$ cat src/rtl/hes_pkg.sv
`default_nettype none

package hes_pkg;

    localparam int MAX_DATA_BITS = 57;
    localparam int MAX_CODE_BITS = 63;
    localparam int LEN_W         = 6;
    localparam int SYN_W         = 6;
    localparam int GROUP_BITS    = 16;
    localparam int NUM_GROUPS    = (MAX_CODE_BITS + GROUP_BITS - 1) / GROUP_BITS;

    localparam logic [LEN_W-1:0] DATA_LENGTH_RESET = LEN_W'(7);

    typedef enum logic {
        OP_ENCODE = 1'b0,
        OP_CHECK  = 1'b1
    } opcode_t;

    typedef struct packed {
        opcode_t                    opcode;
        logic [MAX_DATA_BITS-1:0]   data_word;
        logic [MAX_CODE_BITS-1:0]   received_word;
    } in_item_t;

    typedef struct packed {
        logic [MAX_CODE_BITS-1:0]   code_word;
        logic [SYN_W-1:0]           error_position;
        logic                       error_found;
    } out_item_t;

    // Item between the masking stage and the syndrome stages
    typedef struct packed {
        opcode_t                    opcode;
        logic [MAX_CODE_BITS-1:0]   word;
    } prep_item_t;

    // Clamp the register value to 1..MAX_DATA_BITS
    function automatic logic [LEN_W-1:0] eff_data_bits(input logic [LEN_W-1:0] dl);
        logic [LEN_W-1:0] n;
        n = dl;
        if (n == '0) begin
            n = LEN_W'(1);
        end
        if (n > LEN_W'(MAX_DATA_BITS)) begin
            n = LEN_W'(MAX_DATA_BITS);
        end
        return n;
    endfunction

    // Codeword length: n plus the smallest r with 2^r >= n + r + 1
    function automatic logic [LEN_W-1:0] code_length(input logic [LEN_W-1:0] n);
        logic [2:0]       r;
        logic [LEN_W+1:0] lim;
        r = 3'd6;
        for (int k = 6; k >= 1; k--) begin
            lim = (LEN_W+2)'(n) + (LEN_W+2)'(k) + (LEN_W+2)'(1);
            if ((LEN_W+2)'(1 << k) >= lim) begin
                r = 3'(k);
            end
        end
        return n + LEN_W'(r);
    endfunction

    // Data bits, least significant first, to the non power of two positions
    function automatic logic [MAX_CODE_BITS-1:0] scatter(
        input logic [MAX_DATA_BITS-1:0] data
    );
        logic [MAX_CODE_BITS-1:0] w;
        int                       d;
        w = '0;
        d = 0;
        for (int p = 1; p <= MAX_CODE_BITS; p++) begin
            if ((p & (p - 1)) != 0) begin
                if (d < MAX_DATA_BITS) begin
                    w[p-1] = data[d];
                end
                d++;
            end
        end
        return w;
    endfunction

endpackage

`default_nettype wire

$ cat src/rtl/hamming_encode_and_syndrome.sv
`default_nettype none

// Channel   | Handshake                   | Payload
// ----------+-----------------------------+------------------------------------------------
// command   | start (busy never high)     | cmd: opcode, data_word, received_word
// result    | done, one cycle, no stall   | result: code_word, error_position, error_found
// config    | cfg_valid / cfg_ready       | cfg_data: data_length (6 bits)
//
// One item per clock, every clock. Three register stages: mask and scatter,
// partial syndromes over four groups of up to sixteen positions, then the combine
// and result register; done comes from the third. rst_n is asynchronous and
// clears the valid bits and sets data_length to 7. The receiver cannot hold
// results off, so nothing ever stalls: busy and cfg_ready are constant.

module hamming_encode_and_syndrome
    import hes_pkg::*;
(
    input  wire logic              clk,
    input  wire logic              rst_n,

    // command channel
    input  wire logic              start,
    output logic                   busy,
    input  wire in_item_t          cmd,

    // result channel
    output logic                   done,
    output out_item_t              result,

    // configuration channel
    input  wire logic              cfg_valid,
    output logic                   cfg_ready,
    input  wire logic [LEN_W-1:0]  cfg_data
);

    logic [LEN_W-1:0] data_length_reg;
    logic             accept;
    logic             prep_valid;
    prep_item_t       prep_item;

    // pipeline never stalls
    assign busy      = 1'b0;
    assign cfg_ready = 1'b1;
    assign accept    = start && !busy;

    // data_length register; the user must write it only while idle, the block does not enforce this
    always_ff @(posedge clk or negedge rst_n)
    begin
        if (!rst_n) begin
            data_length_reg <= DATA_LENGTH_RESET;
        end else if (cfg_valid && cfg_ready) begin
            data_length_reg <= cfg_data;
        end
    end

    // stage 1: clamp length, mask, place data bits
    hes_prep u_prep (
        .clk         (clk),
        .rst_n       (rst_n),
        .in_valid    (accept),
        .in_item     (cmd),
        .data_length (data_length_reg),
        .out_valid   (prep_valid),
        .out_item    (prep_item)
    );

    // stages 2 and 3: syndrome tree and result
    hes_synd u_synd (
        .clk       (clk),
        .rst_n     (rst_n),
        .in_valid  (prep_valid),
        .in_item   (prep_item),
        .out_valid (done),
        .out_item  (result)
    );

endmodule

`default_nettype wire

$ cat src/rtl/hes_prep.sv
`default_nettype none

module hes_prep
    import hes_pkg::*;
(
    input  wire logic              clk,
    input  wire logic              rst_n,
    input  wire logic              in_valid,
    input  wire in_item_t          in_item,
    input  wire logic [LEN_W-1:0]  data_length,
    output logic                   out_valid,
    output prep_item_t             out_item
);

    logic                     valid_reg;
    prep_item_t               item_reg;
    prep_item_t               item_next;
    logic [LEN_W-1:0]         n_bits;
    logic [LEN_W-1:0]         len_bits;
    logic [MAX_DATA_BITS-1:0] data_mask;
    logic [MAX_CODE_BITS-1:0] code_mask;

    assign n_bits   = eff_data_bits(data_length);
    assign len_bits = code_length(n_bits);

    always_comb
    begin
        for (int i = 0; i < MAX_DATA_BITS; i++) begin
            data_mask[i] = (LEN_W'(i) < n_bits);
        end
        for (int i = 0; i < MAX_CODE_BITS; i++) begin
            code_mask[i] = (LEN_W'(i) < len_bits);
        end
    end

    always_comb
    begin
        item_next.opcode = in_item.opcode;
        unique case (in_item.opcode)
            OP_ENCODE: item_next.word = scatter(in_item.data_word & data_mask);
            OP_CHECK:  item_next.word = in_item.received_word & code_mask;
            default:   item_next.word = '0;
        endcase
    end

    always_ff @(posedge clk or negedge rst_n)
    begin
        if (!rst_n) begin
            valid_reg <= 1'b0;
        end else begin
            valid_reg <= in_valid;
        end
    end

    always_ff @(posedge clk)
    begin
        if (in_valid) begin
            item_reg <= item_next;
        end
    end

    assign out_valid = valid_reg;
    assign out_item  = item_reg;

endmodule

`default_nettype wire

$ cat src/rtl/hes_synd.sv
`default_nettype none

module hes_synd
    import hes_pkg::*;
(
    input  wire logic        clk,
    input  wire logic        rst_n,
    input  wire logic        in_valid,
    input  wire prep_item_t  in_item,
    output logic             out_valid,
    output out_item_t        out_item
);

    // Stage 2: partial syndromes over groups of positions
    logic                                 valid2_reg;
    prep_item_t                           item2_reg;
    logic [NUM_GROUPS-1:0][SYN_W-1:0]     part_reg;
    logic [NUM_GROUPS-1:0][SYN_W-1:0]     part_next;

    // Stage 3: result register
    logic                                 valid3_reg;
    out_item_t                            res_reg;
    out_item_t                            res_next;
    logic [SYN_W-1:0]                     syn;

    always_comb
    begin
        part_next = '0;
        for (int g = 0; g < NUM_GROUPS; g++) begin
            for (int j = 0; j < GROUP_BITS; j++) begin
                if (g * GROUP_BITS + j < MAX_CODE_BITS) begin
                    for (int k = 0; k < SYN_W; k++) begin
                        if ((((g * GROUP_BITS + j + 1) >> k) & 1) == 1) begin
                            part_next[g][k] = part_next[g][k]
                                ^ in_item.word[g * GROUP_BITS + j];
                        end
                    end
                end
            end
        end
    end

    always_comb
    begin
        syn = '0;
        for (int g = 0; g < NUM_GROUPS; g++) begin
            syn = syn ^ part_reg[g];
        end
    end

    always_comb
    begin
        res_next = '0;
        unique case (item2_reg.opcode)
            OP_ENCODE:
            begin
                res_next.code_word = item2_reg.word;
                // parity for positions past the length is always zero
                for (int k = 0; k < SYN_W; k++) begin
                    res_next.code_word[(1 << k) - 1] = syn[k];
                end
            end
            OP_CHECK:
            begin
                res_next.error_position = syn;
                res_next.error_found    = |syn;
            end
            default:
            begin
                res_next = '0;
            end
        endcase
    end

    always_ff @(posedge clk or negedge rst_n)
    begin
        if (!rst_n) begin
            valid2_reg <= 1'b0;
            valid3_reg <= 1'b0;
        end else begin
            valid2_reg <= in_valid;
            valid3_reg <= valid2_reg;
        end
    end

    always_ff @(posedge clk)
    begin
        if (in_valid) begin
            item2_reg <= in_item;
            part_reg  <= part_next;
        end
        if (valid2_reg) begin
            res_reg <= res_next;
        end
    end

    assign out_valid = valid3_reg;
    assign out_item  = res_reg;

endmodule

`default_nettype wire
$ cat config.mk
export PLATFORM = sky130hd
export DESIGN_NAME = hamming_encode_and_syndrome
export DESIGN_NICKNAME = d
export VERILOG_FILES = /design/src/rtl/hes_pkg.sv /design/src/rtl/hamming_encode_and_syndrome.sv /design/src/rtl/hes_prep.sv /design/src/rtl/hes_synd.sv
export SDC_FILE = /design/constraint.sdc
export NUM_CORES = 1
export LEC_CHECK = 0
export BUFFER_PORTS_ARGS = -buffer_cell sky130_fd_sc_hd__buf_4
export CAP_MARGIN = 0
export CORE_ASPECT_RATIO = 1.2
export CORE_MARGIN = 2
export CORE_UTILIZATION = 51
export DETAILED_ROUTE_END_ITERATION = 8
export HOLD_SLACK_MARGIN = 0.12
export PLACE_DENSITY = 0.76
export SLEW_MARGIN = 10
export SYNTH_ARGS = -nofsm -noshare
export SYNTH_HDL_FRONTEND = slang
export SYNTH_HIERARCHICAL = 1
export SYNTH_SLANG_ARGS = --single-unit
$ cat constraint.sdc
create_clock -name clk -period 9.5 [get_ports clk]
set_input_delay 1.9 -clock clk [delete_from_list [all_inputs] [get_ports clk]]
set_output_delay 1.9 -clock clk [all_outputs]
set_load 0.05 [all_outputs]
## After elaboration in Yosys (flattened, before gate mapping)

Cells that the tools add are included.

| storage, ports and cells | value |
|---|---|
| flip-flop bits (word level) | 229 |
| input port bits | 131 |
| output and inout bits | 73 |
| word-level logic and storage cells | 770 |

| operators by class | value |
|---|---|
| $add $sub $neg | 66 |
| $lt $le $gt $ge | 238 |
| muxes and demuxes | 288 |
| bitwise operators | 161 |
| reduce and logical (&&, ||, !) cells | 2 |

Operators with widths:

| kind | count |
|---|---|
| $lt A32 B7 Y1 const B | 56 |
| $lt A32 B8 Y1 const B | 56 |
| $mux W32 | 56 |
| $add A32 B2 Y32 const B | 55 |
| $bmux W1 S6 | 56 |
| $lt A6 B6 Y1 const A | 56 |
| $lt A5 B6 Y1 const A | 32 |
| $mux W1 | 168 |
| $xor A1 B1 Y1 | 155 |
| $pmux W63 S2 | 1 |
| $lt A4 B6 Y1 const A | 16 |
| $and A63 B63 Y63 | 1 |
| $and A57 B57 Y57 | 1 |
| $lt A3 B6 Y1 const A | 8 |
| $add A8 B1 Y8 const B | 5 |
| $lt A1 B6 Y1 const A | 4 |
| $lt A2 B6 Y1 const A | 4 |
| $add A6 B2 Y7 const B | 2 |
| $add A6 B3 Y7 const B | 2 |
| $mux W6 | 2 |
| $xor A6 B6 Y6 | 2 |
| $mux W3 | 3 |
| $ge A2 B8 Y1 const A | 1 |
| $ge A3 B8 Y1 const A | 1 |
| other kinds (11) | 12 |

## Logic depth before layout (Yosys ltp)

| logic depth | value |
|---|---|
| depth in word-level cells | 116 |
| mapped depth | 23 |
| gate-level depth less buffers | 21 |

## By module

The synthesis kept the hierarchy.

Modules (own cells, without submodules):

| module | instances | cells each | area an instance (um^2) | sequential area each (um^2) |
|---|---|---|---|---|
| hes_synd | 1 | 346 | 6,065.8 | 4,524.3 |
| hes_prep | 1 | 514 | 4,662.0 | 1,946.9 |
| hamming_encode_and_syndrome | 1 | 17 | 277.8 | 153.9 |

## Worst setup path after synthesis

OpenSTA, ideal clock, no wires.

| path | value |
|---|---|
| kind | flip-flop to flip-flop |
| start point | register data_length_reg[3] |
| end point | register u_prep.item_reg (netlist bit u_prep/out_item[42]), data pin |
| data arrival time | 4.865 ns |
| data required time | 9.348 ns |
| setup slack | 4.483 ns |
| stages on the path, launching flop included | 18 |
| path buffers | 4 |
| cell sequence | dfrtp_1 > clkbuf_1 > buf_1 > buf_1 > clkbuf_1 > ha_1 > and2_2 > a21oi_1 > nor4_1 > a31oi_1 > ha_1 > a21o_1 > nor2_1 > o41ai_1 > nand2_1 > nor3_1 > nand2_1 > o21ai_0 |

RTL lines:

| element | RTL line | RTL |
|---|---|---|
| from (decl) | hamming_encode_and_syndrome.sv:36 | `logic [LEN_W-1:0] data_length_reg;` |
| from (signal assigned) | hamming_encode_and_syndrome.sv:52 | `data_length_reg <= cfg_data;` |
| to (signal assigned) | hes_prep.sv:58 | `item_reg <= item_next;` |
| to (decl) | hes_prep.sv:16 | `prep_item_t item_reg;` |

==> run_results.csv <==
group,metric,value,unit
power_and_ir_drop,p_seq_share,41.1,%
synthesis,syn_avg_cell_area,12.5,um^2
detailed_routing,wl,31200,um
finish,largest_reg_flops,70,
placed_design,place_congestion,0.999,
run_status,status,"complete, no violations",
worst_setup_path,required,9.78,ns
finish,drive_gt1_share,26.0,%
synthesis,ys_seq_area_share,60.2,%
worst_setup_path,crit_path_end_kind,"flip-flop",
min_path,min_path_type,"flip-flop to flip-flop",
floorplanning,num_io_pins,204,
floorplanning,core_area,21000,um^2
worst_setup_path,r2r_slack,2.76,ns
clocking,cts_hold_buf,0,
synthesis,synth_edf_count,213,
clocking,cts_max_path_buffers,3,
worst_setup_path,critPathBufInv,1,
timing,hold_violations,0,
timing,clock_skew,0.0150,ns
worst_setup_path,cp_slowest_stage_delay,0.66,ns
placed_design,hpwl,23400,um
worst_setup_path,crit_family,"compound AO/OA/AOI/OAI gates",
synthesis,synth_top_area_share,58.1,%
synthesis,netlist_area,11000,um^2
placed_design,dp_slack,2.99,ns
timing,holdWs,0.415,ns
synthesis,synth_area_leaders,"edfxtp_1, xnor2_1, nor2b_1, xor2_1, nand2_1",
timing,finalSetupViolCount,0,
grt,grt_pass1_vias,7654,
detailed_routing,drc,0,
clocking,post_cts_resized,0,
placed_design,place_area,12700,um^2
finish,area_growth,22.1,%
timing,period_needed,6.74,ns
floorplanning,fp.dieH,165,um
worst_setup_path,startpoint_type,"flip-flop",
floorplanning,rows,58,
timing,worst_slack,2.76,ns
worst_setup_path,cp_max_fo,16,
detailed_routing,vias,7975,
timing,rsz0062_at_grt,"false",
power_and_ir_drop,powerDensity,245,nW/um^2
clocking,clk_latency,0.49,ns
clocking,path_clk_slew,0.06,ns
detailed_routing,drtIter0Drc,907,
power_and_ir_drop,p_sw_share,33.4,%
timing,relSlewSlack,18.4,%
floorplanning,dieArea,22800,um^2
power_and_ir_drop,internal_power,2.19,mW
power_and_ir_drop,p_sw,1.10,mW
worst_setup_path,crit_chain,"and3_1 -> nor2b_1 -> inv_1 -> ha_1 -> a21oi_1 -> a21oi_1 -> a311oi_1 -> nand3_1 -> a21o_1 -> ha_1 -> fa_1 -> or4_1 -> a32oi_2 -> nand3_1 -> o21ai_0",
clocking,post_cts_buffers,0,
detailed_routing,drtAntennaViolNets,0,
detailed_routing,drt-pass1-iter-count,5,
synthesis,synth-async-reset-ratio,4.05,%
job,drv_cap,0,
grt,grt_overflow,0,
placed_design,portBuffers,201,
floorplanning,fp.dieW,138,um
clocking,cts_num_sinks,222,
clocking,cts_root_buffer,"clkbuf_16",
worst_setup_path,crit_path_top_delay_cell,"a311oi_1",
synthesis,ys_types,74,
clocking,cts_buffers,21,
timing,worst_pin_slew,1.21,ns
synthesis,ys_seq_elements,222,
power_and_ir_drop,leakage,5.20,nW
power_and_ir_drop,pwr-share-comb,33.1,%
power_and_ir_drop,ir_drop,0.210,mV
worst_setup_path,worstSetupPathType,"flip-flop to flip-flop",
synthesis,syn_nets,1018,
worst_setup_path,arrival,7.02,ns
detailed_routing,wl_per_cell,23.2,um
finish,nets,1206,
synthesis,ys.flop_type,"edfxtp_1",
synthesis,netlist_instances,877,
timing,period_share,70.9,%
timing,max_freq,148,MHz
power_and_ir_drop,power,3.29,mW
grt,antenna_found_initial,0,
detailed_routing,routed_via_density,5.91,
finish,n_antenna_cell,0,
synthesis,ys_warn_count,6,
finish,final_area,13400,um^2
grt,grt_pass1_wl,45700,um
clocking,cts_tree,"built",
power_and_ir_drop,p_clk_share,25.8,%
timing,slew_viol_final,0,
grt,grt_use_total,26.7,%
timing,finalSetupTns,0,ns
grt,grt_max_degree,81,
floorplanning,initial_core_util,52.3,%
synthesis,synth_largest_area_cell,"edfxtp_1",
clocking,htree_levels,1,
cells in the final DEF (no fill, tap or decap), drive strengths merged, types with 22 or more instances in the layout:
cell type    n
clkbuf      24
xor2        35
nand3       22
a21oi       39
o21ai       27
nor2b       67
nor2        34
buf        212
edfxtp     213
xnor2       85
nand2       77
synthesized netlist by cell type, types with 9 or more instances:
master / n
xnor2_1: 84
nand2_1: 77
edfxtp_1: 213
nor2_1: 34
ha_1: 9
nor3b_1: 13
nor2b_1: 67
nand3_1: 22
a31o_2: 13
a21oi_1: 39
nor3_1: 11
clkbuf_1: 33
inv_1: 12
a31oi_1: 15
and2_1: 9
xor2_1: 35
o21ai_0: 22
a32o_1: 11
path summary, 6_finish.rpt:
path / from / end / cells past startpoint
hold reg to reg: u_prep/out_item[63] / u_synd/item2_reg[63] / 0
setup reg to reg: data_length_reg[3] / u_prep/out_item[61] / 15
min in group asynchronous: rst_n / data_length_reg[4] / 1
setup / recovery: data_length_reg[3] / u_prep/out_item[61] / 15
hold / removal: u_prep/out_item[63] / u_synd/item2_reg[63] / 0
max in group asynchronous: rst_n / data_length_reg[0] / 1
per-layer routing:
layer	global-route usage (%)	part of all wire [%]	up-vias
met5	0	0	-
met2	47.6	50	490
met3	3.71	8.4	88
met1	33.6	38	3787
met4	9.55	3.8	0
li1	-	-	3610
power groups by stage:
stage	Clock (mW)	Combinational (mW)	Sequential, mW
floorplan	0	0.604	1.49
global placement	0	1.05	1.37
detailed placement	0	1.07	1.37
CTS	0.863	1.07	1.35
global route	0.902	1.15	1.36
finish	0.849	1.09	1.35
cells by family after synthesis:
kind of cell	synth area share, %
other	0.0682
xor gates and xnor gates	10.3
DFF	60.2
buffers and inverters	2.35
and+or+nand+nor	13.4
adders and majority gates	1.21
muxes	1.65
AOI/OAI and AO/OA	10.9
per-stage QoR:
| step | utilization [%] | cells |
|---|---|---|
| 5_1_grt | 63.9 | 1349 |
| 2_1_floorplan | - | 877 |
| 4_1_cts | 63.9 | 1349 |
| 6_report | 63.9 | 1349 |
| 3_3_place_gp | 60.5 | 1312 |
| 3_5_place_dp | 60.5 | 1312 |
worst register-to-register path, stage by stage (launching register included):
cell and delay, ns:
dfrtp_1 0.60, and3_1 0.33, nor2b_1 0.61, inv_1 0.38, ha_1 0.33, a21oi_1 0.24
a21oi_1 0.11, a311oi_1 0.66, nand3_1 0.35, a21o_1 0.26, ha_1 0.22, fa_1 0.61
or4_1 0.62, a32oi_2 0.65, nand3_1 0.26, o21ai_0 0.32
cell type report:
type	count	area, um^2
Clock buffer	24	537
Clock inverter	13	165
Fill cell	1671	7600
Inverter	12	45.0
Multi-Input combinational cell	596	4140
Sequential cell	222	6630
Tap cell	270	338
Timing Repair Buffer	212	1590
Power figures use the tool's default switching activity.
